`config.mk`:
```
export PLATFORM = sky130hd
export DESIGN_NAME = psd_ctrl
export DESIGN_NICKNAME = d
export VERILOG_FILES = /design/src/psd_pkg.sv /design/src/psd_ctrl.sv
export SDC_FILE = /design/constraint.sdc
export NUM_CORES = 1
export LEC_CHECK = 0
export BUFFER_PORTS_ARGS = -buffer_cell sky130_fd_sc_hd__clkbuf_2
export CORE_MARGIN = 1
export CORE_UTILIZATION = 47
export CTS_CLUSTER_DIAMETER = 30
export DETAILED_ROUTE_END_ITERATION = 8
export PLACE_DENSITY = 0.75
export REMOVE_ABC_BUFFERS = 1
export SLEW_MARGIN = 25
export SYNTH_ARGS = -nofsm -noshare
export SYNTH_HDL_FRONTEND = slang
export SYNTH_SLANG_ARGS = --single-unit
```
`constraint.sdc`:
```
create_clock -name clock -period 2.13 [get_ports clock]
set_input_delay 0.3195 -clock clock [delete_from_list [all_inputs] [get_ports clock]]
set_output_delay 0.3195 -clock clock [all_outputs]
set_load 0.03 [all_outputs]
```
`src/psd_pkg.sv`:
```
// Shared types and constants for the polygon signed distance block.
`default_nettype none
package psd_pkg;

   localparam int COORD_WIDTH = 16;
   localparam int DIFF_W      = COORD_WIDTH + 1;
   localparam int PROD_W      = 2 * DIFF_W;
   localparam int SUM_W       = PROD_W + 1;
   localparam int FRAC_W      = 16;
   localparam int T_W         = FRAC_W + 1;
   localparam int OFFP_W      = DIFF_W + T_W + 1;
   localparam int OFF_W       = OFFP_W - FRAC_W;
   localparam int D_W         = COORD_WIDTH + 2;
   localparam int SQ_W        = 2 * D_W;
   localparam int ROOT_W      = D_W;
   localparam int DIST_W      = 18;
   localparam int CNT_W       = 5;
   localparam int DIV_STEPS   = FRAC_W;
   localparam int ROOT_STEPS  = ROOT_W;

   localparam logic signed [DIST_W-1:0] DIST_MAX = {1'b0, {(DIST_W-1){1'b1}}};
   localparam logic signed [DIST_W-1:0] DIST_MIN = {1'b1, {(DIST_W-1){1'b0}}};

   localparam logic CMD_LOAD  = 1'b0;
   localparam logic CMD_QUERY = 1'b1;

   typedef enum logic [3:0] {
      ST_IDLE,
      ST_READ,
      ST_DIFF,
      ST_MUL,
      ST_SUM,
      ST_T,
      ST_DIV,
      ST_OFFMUL,
      ST_DIST,
      ST_SQ,
      ST_ACC,
      ST_RINIT,
      ST_ROOT,
      ST_DONE
   } state_type;

   typedef struct packed {
      logic load;
      logic start;
      logic rd;
      logic st_diff;
      logic st_mul;
      logic st_sum;
      logic st_t;
      logic div_step;
      logic st_off;
      logic st_d;
      logic st_sq;
      logic st_acc;
      logic first;
      logic sqrt_init;
      logic sqrt_step;
      logic st_out;
      logic empty;
   } cmd_type;

   typedef struct packed {
      logic need_div;
   } status_type;

endpackage
`default_nettype wire

```
`src/psd_ctrl.sv`:
```
// Sequencer for vertex loads, per-edge evaluation, division and square root.
`default_nettype none
module psd_ctrl #(
   parameter int MAX_VERTICES = 64,
   parameter int AW = $clog2(MAX_VERTICES),
   parameter int NW = $clog2(MAX_VERTICES + 1)
) (
   input  wire logic                 clock,
   input  wire logic                 reset,
   input  wire logic                 req_valid,
   output logic                      req_ready,
   input  wire logic                 req_cmd,
   input  wire logic                 csr_we,
   input  wire logic [6:0]           csr_wdata,
   output logic                      rsp_valid,
   input  wire logic                 rsp_ready,
   input  wire psd_pkg::status_type  stat,
   output psd_pkg::cmd_type          cmd,
   output logic [AW-1:0]             a_addr,
   output logic [AW-1:0]             b_addr
);

   psd_pkg::state_type state_ff, state_in;
   logic [6:0]                 count_ff;
   logic [AW-1:0]              edge_ff, edge_in;
   logic [psd_pkg::CNT_W-1:0]  cnt_ff, cnt_in;
   logic                       empty_ff, empty_in;
   logic                       rsp_valid_ff, rsp_valid_in;
   logic [NW-1:0]              n;
   logic                       last;

   always_ff @(posedge clock) begin
      if (reset) begin
         state_ff     <= psd_pkg::ST_IDLE;
         count_ff     <= '0;
         edge_ff      <= '0;
         cnt_ff       <= '0;
         empty_ff     <= 1'b0;
         rsp_valid_ff <= 1'b0;
      end else begin
         state_ff     <= state_in;
         edge_ff      <= edge_in;
         cnt_ff       <= cnt_in;
         empty_ff     <= empty_in;
         rsp_valid_ff <= rsp_valid_in;
         if (csr_we) begin
            count_ff <= csr_wdata;
         end
      end
   end

   always_comb begin
      if (int'(count_ff) > MAX_VERTICES) begin
         n = NW'(MAX_VERTICES);
      end else begin
         n = NW'(count_ff);
      end
   end

   assign last      = (edge_ff == AW'(n - NW'(1)));
   assign a_addr    = edge_ff;
   assign b_addr    = last ? '0 : edge_ff + AW'(1);
   assign rsp_valid = rsp_valid_ff;

   always_comb begin
      state_in  = state_ff;
      edge_in   = edge_ff;
      cnt_in    = cnt_ff;
      empty_in  = empty_ff;
      req_ready = 1'b0;
      cmd       = '0;
      cmd.empty = empty_ff;
      case (state_ff)
         psd_pkg::ST_IDLE: begin
            req_ready = 1'b1;
            if (req_valid) begin
               if (req_cmd == psd_pkg::CMD_LOAD) begin
                  cmd.load = 1'b1;
               end else begin
                  cmd.start = 1'b1;
                  edge_in   = '0;
                  if (n == '0) begin
                     empty_in = 1'b1;
                     state_in = psd_pkg::ST_DONE;
                  end else begin
                     empty_in = 1'b0;
                     state_in = psd_pkg::ST_READ;
                  end
               end
            end
         end
         psd_pkg::ST_READ: begin
            cmd.rd   = 1'b1;
            state_in = psd_pkg::ST_DIFF;
         end
         psd_pkg::ST_DIFF: begin
            cmd.st_diff = 1'b1;
            state_in    = psd_pkg::ST_MUL;
         end
         psd_pkg::ST_MUL: begin
            cmd.st_mul = 1'b1;
            state_in   = psd_pkg::ST_SUM;
         end
         psd_pkg::ST_SUM: begin
            cmd.st_sum = 1'b1;
            state_in   = psd_pkg::ST_T;
         end
         psd_pkg::ST_T: begin
            cmd.st_t = 1'b1;
            cnt_in   = '0;
            if (stat.need_div) begin
               state_in = psd_pkg::ST_DIV;
            end else begin
               state_in = psd_pkg::ST_OFFMUL;
            end
         end
         psd_pkg::ST_DIV: begin
            cmd.div_step = 1'b1;
            cnt_in       = cnt_ff + psd_pkg::CNT_W'(1);
            if (cnt_ff == psd_pkg::CNT_W'(psd_pkg::DIV_STEPS - 1)) begin
               state_in = psd_pkg::ST_OFFMUL;
            end
         end
         psd_pkg::ST_OFFMUL: begin
            cmd.st_off = 1'b1;
            state_in   = psd_pkg::ST_DIST;
         end
         psd_pkg::ST_DIST: begin
            cmd.st_d = 1'b1;
            state_in = psd_pkg::ST_SQ;
         end
         psd_pkg::ST_SQ: begin
            cmd.st_sq = 1'b1;
            state_in  = psd_pkg::ST_ACC;
         end
         psd_pkg::ST_ACC: begin
            cmd.st_acc = 1'b1;
            cmd.first  = (edge_ff == '0);
            if (last) begin
               state_in = psd_pkg::ST_RINIT;
            end else begin
               edge_in  = edge_ff + AW'(1);
               state_in = psd_pkg::ST_READ;
            end
         end
         psd_pkg::ST_RINIT: begin
            cmd.sqrt_init = 1'b1;
            cnt_in        = '0;
            state_in      = psd_pkg::ST_ROOT;
         end
         psd_pkg::ST_ROOT: begin
            cmd.sqrt_step = 1'b1;
            cnt_in        = cnt_ff + psd_pkg::CNT_W'(1);
            if (cnt_ff == psd_pkg::CNT_W'(psd_pkg::ROOT_STEPS - 1)) begin
               state_in = psd_pkg::ST_DONE;
            end
         end
         psd_pkg::ST_DONE: begin
            if (!rsp_valid_ff || rsp_ready) begin
               cmd.st_out = 1'b1;
               state_in   = psd_pkg::ST_IDLE;
            end
         end
         default: begin
            state_in = psd_pkg::ST_IDLE;
         end
      endcase
   end

   always_comb begin
      if (cmd.st_out) begin
         rsp_valid_in = 1'b1;
      end else if (rsp_ready) begin
         rsp_valid_in = 1'b0;
      end else begin
         rsp_valid_in = rsp_valid_ff;
      end
   end

endmodule
`default_nettype wire

```
==> flow_metrics.tcl, run 1 <==
set metrics [dict create \
    cts.htree.levels 1 \
    p_leak_uw 0.001013 \
    dr.pass1.iters 4 \
    synth_async_sr_flop_share_pct 0 \
    synth-edff-count 0 \
    antennaDiodeCount 0 \
    powerDensity_nw_per_um2 786.9 \
    root_buffer "clkbuf_4" \
    hold_viol_final 0 \
    arrival_ps 2290 \
    layout-drive-gt1-share_pct 39.16 \
    crit_type "register to output pin" \
    wl_mm 4.547 \
    r2r_end "a_addr[3]" \
    initial_core_util_pct 49.96 \
    avgSynthCellArea_um2 7.688 \
    ant_nets 0 \
    rsz0062_at_grt "true" \
    io_buffers 44 \
    ys_ff_latch 24 \
    worstMarginPinSlew_ps 542.5 \
    die_x_um 62.26 \
    grtUsageTotal_pct 22.64 \
    clock_latency_ps 310 \
    drv_cap 0 \
    synth_seq_area_share_pct 28.15 \
    fmax_mhz 383.1 \
    antenna_found_initial 0 \
    cts_buffers 3 \
    dominantRegCellSynth "dfxtp_1" \
    die_h_um 62.26 \
    whs_path_depth 3 \
    whs_endpoint "count_ff[5]" \
    setup-violations-final 14 \
    seq_power_share_pct 30.5 \
    area_growth_pct 37.98 \
    pwr-share-clk_pct 10.5 \
    layout_commonest_cell "clkbuf_2" \
    endpoint_kind "output pin" \
    power.switching_uw 851.5 \
    die-area_um2 3876 \
    numClockSinks 24 \
    grt_max_degree 21 \
    fin_worst_skew_ps 6.534 \
    cts_tree "yes" \
    wire_per_inst_um 13.70 \
    synth_cell_type_count 51 \
    holdCritPathClass "input pin to register" \
    violations "negative setup slack" \
    fin_setup_tns_ps -3870 \
    io_pins 45 \
    gp_congestion 0.8762 \
    cts_buffer_depth 2 \
    hold_buffers 0 \
    reg2reg_from "count_ff[0]" \
    final_cell_mix "clkbuf_2, buf_4, nor2_1, dfxtp_1, nand2_1" \
    p_sw_share_pct 45.95 \
    grt_overflow 0 \
    fin_crit_sh_pct 122.5 \
    drc 0 \
    ff2ff_path_depth 11 \
    timing.final.ws_setup_ps -480.2 \
    layout.nets 309 \
    ff2ff_setup_slack_ps -180 \
    num_vias 1788 \
    dpl.hpwl_mm 3.169 \
    p_int_uw 1001 \
    grt_pass1_vias 1622 \
    period_minus_slack_ps 2610 \
    placed_area_um2 2097 \
    fp-row-count 21 \
    grt_pass1_wl_mm 7.134 \
    slew_viol_final 0 \
    status "complete, but fails checks" \
    path_max_fanout 4 \
    design_area_um2 2355 \
    core_area_um2 3416 \
    ys_warn_count 0 \
    syn-cell-area_um2 1707 \
    setup.worst_path.start_class "register" \
    first_iter_violations 94 \
    vdd_drop_max_mv 0.8156 \
    syn_inst 222 \
    vias_per_cell 5.386 \
    pwr-share-comb_pct 59.0 \
    hp-start "csr_wdata[5]" \
    worstPathRequired_ps 1810 \
    maxSlewHeadroom_pct 63.52 \
    cts.clk_slew.worst_paths_ps 130 \
]
## cell type report
type	instances	area (µm²)
inverter	9	33.78
tap	46	57.56
sequential	24	484.2
multi-input combinational	172	1237
fill	288	1061
clock buffer	3	22.52
timing repair buffer	78	519.2
## power groups by stage
stage	clock network [µW]	logic [µW]	registers, µW
finish	195	1090	565
CTS	201	967	559
detailed placement	0	928	568
floorplan	0	558	625
global route	218	1190	569
global placement	0	911	563
## how the worst max path moves through the flow
stage                      startpoint   endpoint  slack, ps
after global placement    count_ff[6]  b_addr[2]       -200
after CTS                 count_ff[6]  b_addr[3]       -460
after floorplan           state_ff[2]  a_addr[3]       -440
after global routing      count_ff[6]  b_addr[1]       -540
final                     count_ff[6]  b_addr[1]       -480
after detailed placement  count_ff[6]  b_addr[4]       -260
## per-layer routing
| metal | wire [µm] | GRT usage (%) | vias to the layer above |
|---|---|---|---|
| met1 | 2072 | 28.64 | 816 |
| met3 | 210 | 3.309 | 4 |
| met4 | 24 | 5.814 | 0 |
| met2 | 2240 | 39.97 | 60 |
| met5 | 0 | 0 | - |
| li1 | - | - | 908 |
## state kept, by name, indices dropped and copies added, names as in the netlist
| signal | flops |
|---|---|
| count_ff | 7 |
| cnt_ff | 5 |
| a_addr | 6 |
| empty_ff | 1 |
| state_ff | 4 |
| rsp_valid | 1 |
## per-stage QoR
step | hold slack (ps) | instances | total power, µW | worst slack (ps) | util [%]
global placement | 481.4 | 321 | 1474 | -196.5 | 61.39
CTS | 230.9 | 327 | 1726 | -464.7 | 65.57
detailed placement | 494.9 | 321 | 1496 | -259.6 | 61.39
floorplan | 388.6 | 205 | 1183 | -436.9 | -
finish | 237.2 | 332 | 1853 | -480.2 | 68.94
global route | 242.7 | 332 | 1979 | -539.3 | 68.94
## Yosys cell counts, drive strengths merged (2+ instances only)
cell     n  share of area (%)
xnor2    6                3.1
mux2i    7                4.1
nand2   15                3.3
inv      9                2.0
buf      7                2.6
clkbuf  10                2.2
a211oi   3                1.3
nor2    32                7.0
nor3     7                2.1
a21oi   18                5.3
dfxtp   24                 28
or2      4                1.5
nor2b    2               0.73
o311ai   2                1.0
and3     2               0.73
ha       7                5.1
o31ai    2                1.2
nand3b   2               0.88
or4      3                1.3
nand3   10                2.9
o21ai    2               0.59
nand2b   8                2.9
xor2     7                3.6
or3      6                2.5
o211ai   7                3.4
## timing repair
action / in CTS / in global routing
resized for setup: 28 / 22
setup endpoints to repair: 16 / 18
cloned: 1 / 0
setup buffers: 2 / 6
pin swaps: 16 / 8
## cell families after synthesis
group	synth area share [%]
flip-flops	28.15
adder cells (fa/ha/maj)	5.132
XOR/XNOR	6.672
multiplexers	4.106
AND/OR/NAND/NOR	30.06
buffers and inverters	6.818
AO/OA/AOI/OAI	19.06
## worst max-delay path, stage by stage, from the launching register on
cell       delay [ps]
dfxtp_2           350
or2b_1            270
ha_4              190
nand4bb_1         110
a21oi_2            90
buf_4             140
o21a_4            200
a2111o_1          360
and2_4            150
buf_8             130
Note: power is estimated with default switching activity, not from simulation.
==> run 2, diff against run 1 <==
--- a/config.mk
+++ b/config.mk
@@ -6,11 +6,13 @@
 export NUM_CORES = 1
 export LEC_CHECK = 0
 export BUFFER_PORTS_ARGS = -buffer_cell sky130_fd_sc_hd__clkbuf_2
+export CELL_PAD_IN_SITES_DETAIL_PLACEMENT = 1
+export CELL_PAD_IN_SITES_GLOBAL_PLACEMENT = 2
 export CORE_MARGIN = 1
-export CORE_UTILIZATION = 47
+export CORE_UTILIZATION = 26
 export CTS_CLUSTER_DIAMETER = 30
 export DETAILED_ROUTE_END_ITERATION = 8
-export PLACE_DENSITY = 0.75
+export PLACE_DENSITY_LB_ADDON = 0.1
 export REMOVE_ABC_BUFFERS = 1
 export SLEW_MARGIN = 25
 export SYNTH_ARGS = -nofsm -noshare
==> run 2 against run 1 <==
  * The flow still finishes with violations (negative setup slack)
  * Combinational power about the same
  * Worst hold slack improved by 36 ps
  * Non-clock buffer count increased by 4
  * Critical path depth unchanged
  * Global-route usage decreased by 6.6 points
  * Critical path type unchanged
  * Largest cell class unchanged
  * Largest power group unchanged
==> flow_metrics.tcl, run 2 (synthesis results as in run 1) <==
set metrics [dict create \
    regMostFlops "count_ff" \
    dr.pass1.iters 4 \
    numClockSinks 24 \
    grtUsageTotal_pct 16.09 \
    power.switching_uw 876.2 \
    powerDensity_nw_per_um2 832.2 \
    fmax_mhz 395.1 \
    violations "negative setup slack" \
    critical-path-max-stage-delay_ps 360 \
    cts_tree "yes" \
    status "complete, but fails checks" \
    grt_pass1_wl_mm 9.101 \
    period_minus_slack_ps 2531 \
    fin_crit_sh_pct 118.8 \
    slew_viol_final 0 \
    endpoint_kind "output pin" \
    holdCritPathClass "input pin to register" \
    first_iter_violations 33 \
    antennaDiodeCount 0 \
    p_leak_uw 0.001036 \
    die_h_um 83.02 \
    cts.clk_slew.worst_paths_ps 100 \
    die_x_um 83.02 \
    power_uw 1980 \
    seq_power_share_pct 27.9 \
    core_area_um2 6350 \
    drv_cap 0 \
    setup-violations-final 13 \
    io_buffers 44 \
    worstMarginPinSlew_ps 486.9 \
    timing.final.ws_setup_ps -400.7 \
    vdd_drop_max_mv 0.6369 \
    cp_common_cell "buf_4" \
    wire_per_inst_um 14.13 \
    grt_max_degree 21 \
    root_buffer "clkbuf_8" \
    pwr-share-comb_pct 55.3 \
    critPathSlowestCell "a2111oi_4" \
    path_delay_family "compound AO/OA/AOI/OAI gates" \
    arrival_ps 2210 \
    placed_area_um2 2196 \
    rsz0062_at_grt "true" \
    p_int_uw 1104 \
    io_pins 45 \
    cts.htree.levels 1 \
    grt_overflow 0 \
    hold_slack_ps 272.8 \
    final_cell_mix "buf_4, clkbuf_2, nor2_1, dfxtp_1" \
    die-area_um2 6892 \
    initial_core_util_pct 26.88 \
    vias_per_cell 4.924 \
    worstPathRequired_ps 1810 \
    pwr-share-clk_pct 16.9 \
    layout-drive-gt1-share_pct 37.11 \
    largest_reg_flops 7 \
    area_growth_pct 39.44 \
    maxSlewHeadroom_pct 67.26 \
    drc 0 \
    fp-row-count 29 \
    layout_commonest_cell "buf_4" \
    layout.nets 313 \
    clock_latency_ps 280 \
    path_max_fanout 4 \
    fin_worst_skew_ps 4.889 \
    gp_congestion 0.7439 \
    grt_pass1_vias 1913 \
    hold_viol_final 0 \
    p_sw_share_pct 44.25 \
    antenna_found_initial 0 \
    ant_nets 0 \
    crit_type "register to output pin" \
    cts_buffer_depth 2 \
    path_cells "or2b_1 > ha_2 > nand4bb_1 > a21oi_2 > o21a_1 > a2111oi_4 > buf_4 > nor2_1 > buf_4" \
    critPathBufInv 2 \
    dpl.hpwl_mm 4.017 \
    wl_mm 5.199 \
    cts_buffers 3 \
    design_area_um2 2380 \
    setup.worst_path.start_class "register" \
    place_ws_ps -275.1 \
    num_vias 1812 \
]
## run 2: power groups by stage
| stage | clock network, µW | registers [µW] | logic (µW) |
|---|---|---|---|
| after floorplan | 0 | 625 | 558 |
| after global placement | 0 | 560 | 1050 |
| after detailed placement | 0 | 563 | 1050 |
| after CTS | 351 | 553 | 1080 |
| after global routing | 366 | 560 | 1220 |
| final | 334 | 552 | 1090 |
## run 2: final timing paths
check	startpoint	cells after the start	slack (ps)	end
hold / removal	csr_wdata[2]	3	270	count_ff[2]
setup reg to reg	count_ff[6]	10	-240	a_addr[3]
hold reg to reg	empty_ff	2	510	empty_ff
setup / recovery	count_ff[6]	9	-400	b_addr[2]
## run 2: per-stage QoR
step	utilization [%]	cells	setup TNS (ps)
floorplan	-	205	-4446
finish	37.48	368	-3548
detailed placement	34.58	360	-2850
global placement	34.58	360	-2313
CTS	36.81	368	-3704
global route	37.48	368	-5217
## run 2: layer usage
layer	track usage (%)	routed length [µm]
met1	19.19	2287
met2	30.03	2721
met3	2.187	126
met4	4.075	63
met5	0	0
## run 2: what timing repair did
action                     in CTS  in global routing
pin swaps                      11                  4
setup endpoints to repair      15                 17
resized for setup              18                 18
buffers inserted                4                  0
hold buffers                    0                  0
cloned                          0                  0
## run 2: layout make-up
cell class              instances  area, µm²
inverters                       9      33.78
fillers                       781       3970
clock buffers                   4      55.05
flip-flops and latches         24      483.0
multi-input cells             172       1170
well taps                      77      96.34
repair buffers                 82      541.8
## run 2: worst min-delay path: cells and delay by family
kind | cells | cell delay [ps]
muxes | 1 | 50
and+or+nand+nor | 1 | 70
buffers and inverters | 1 | 70
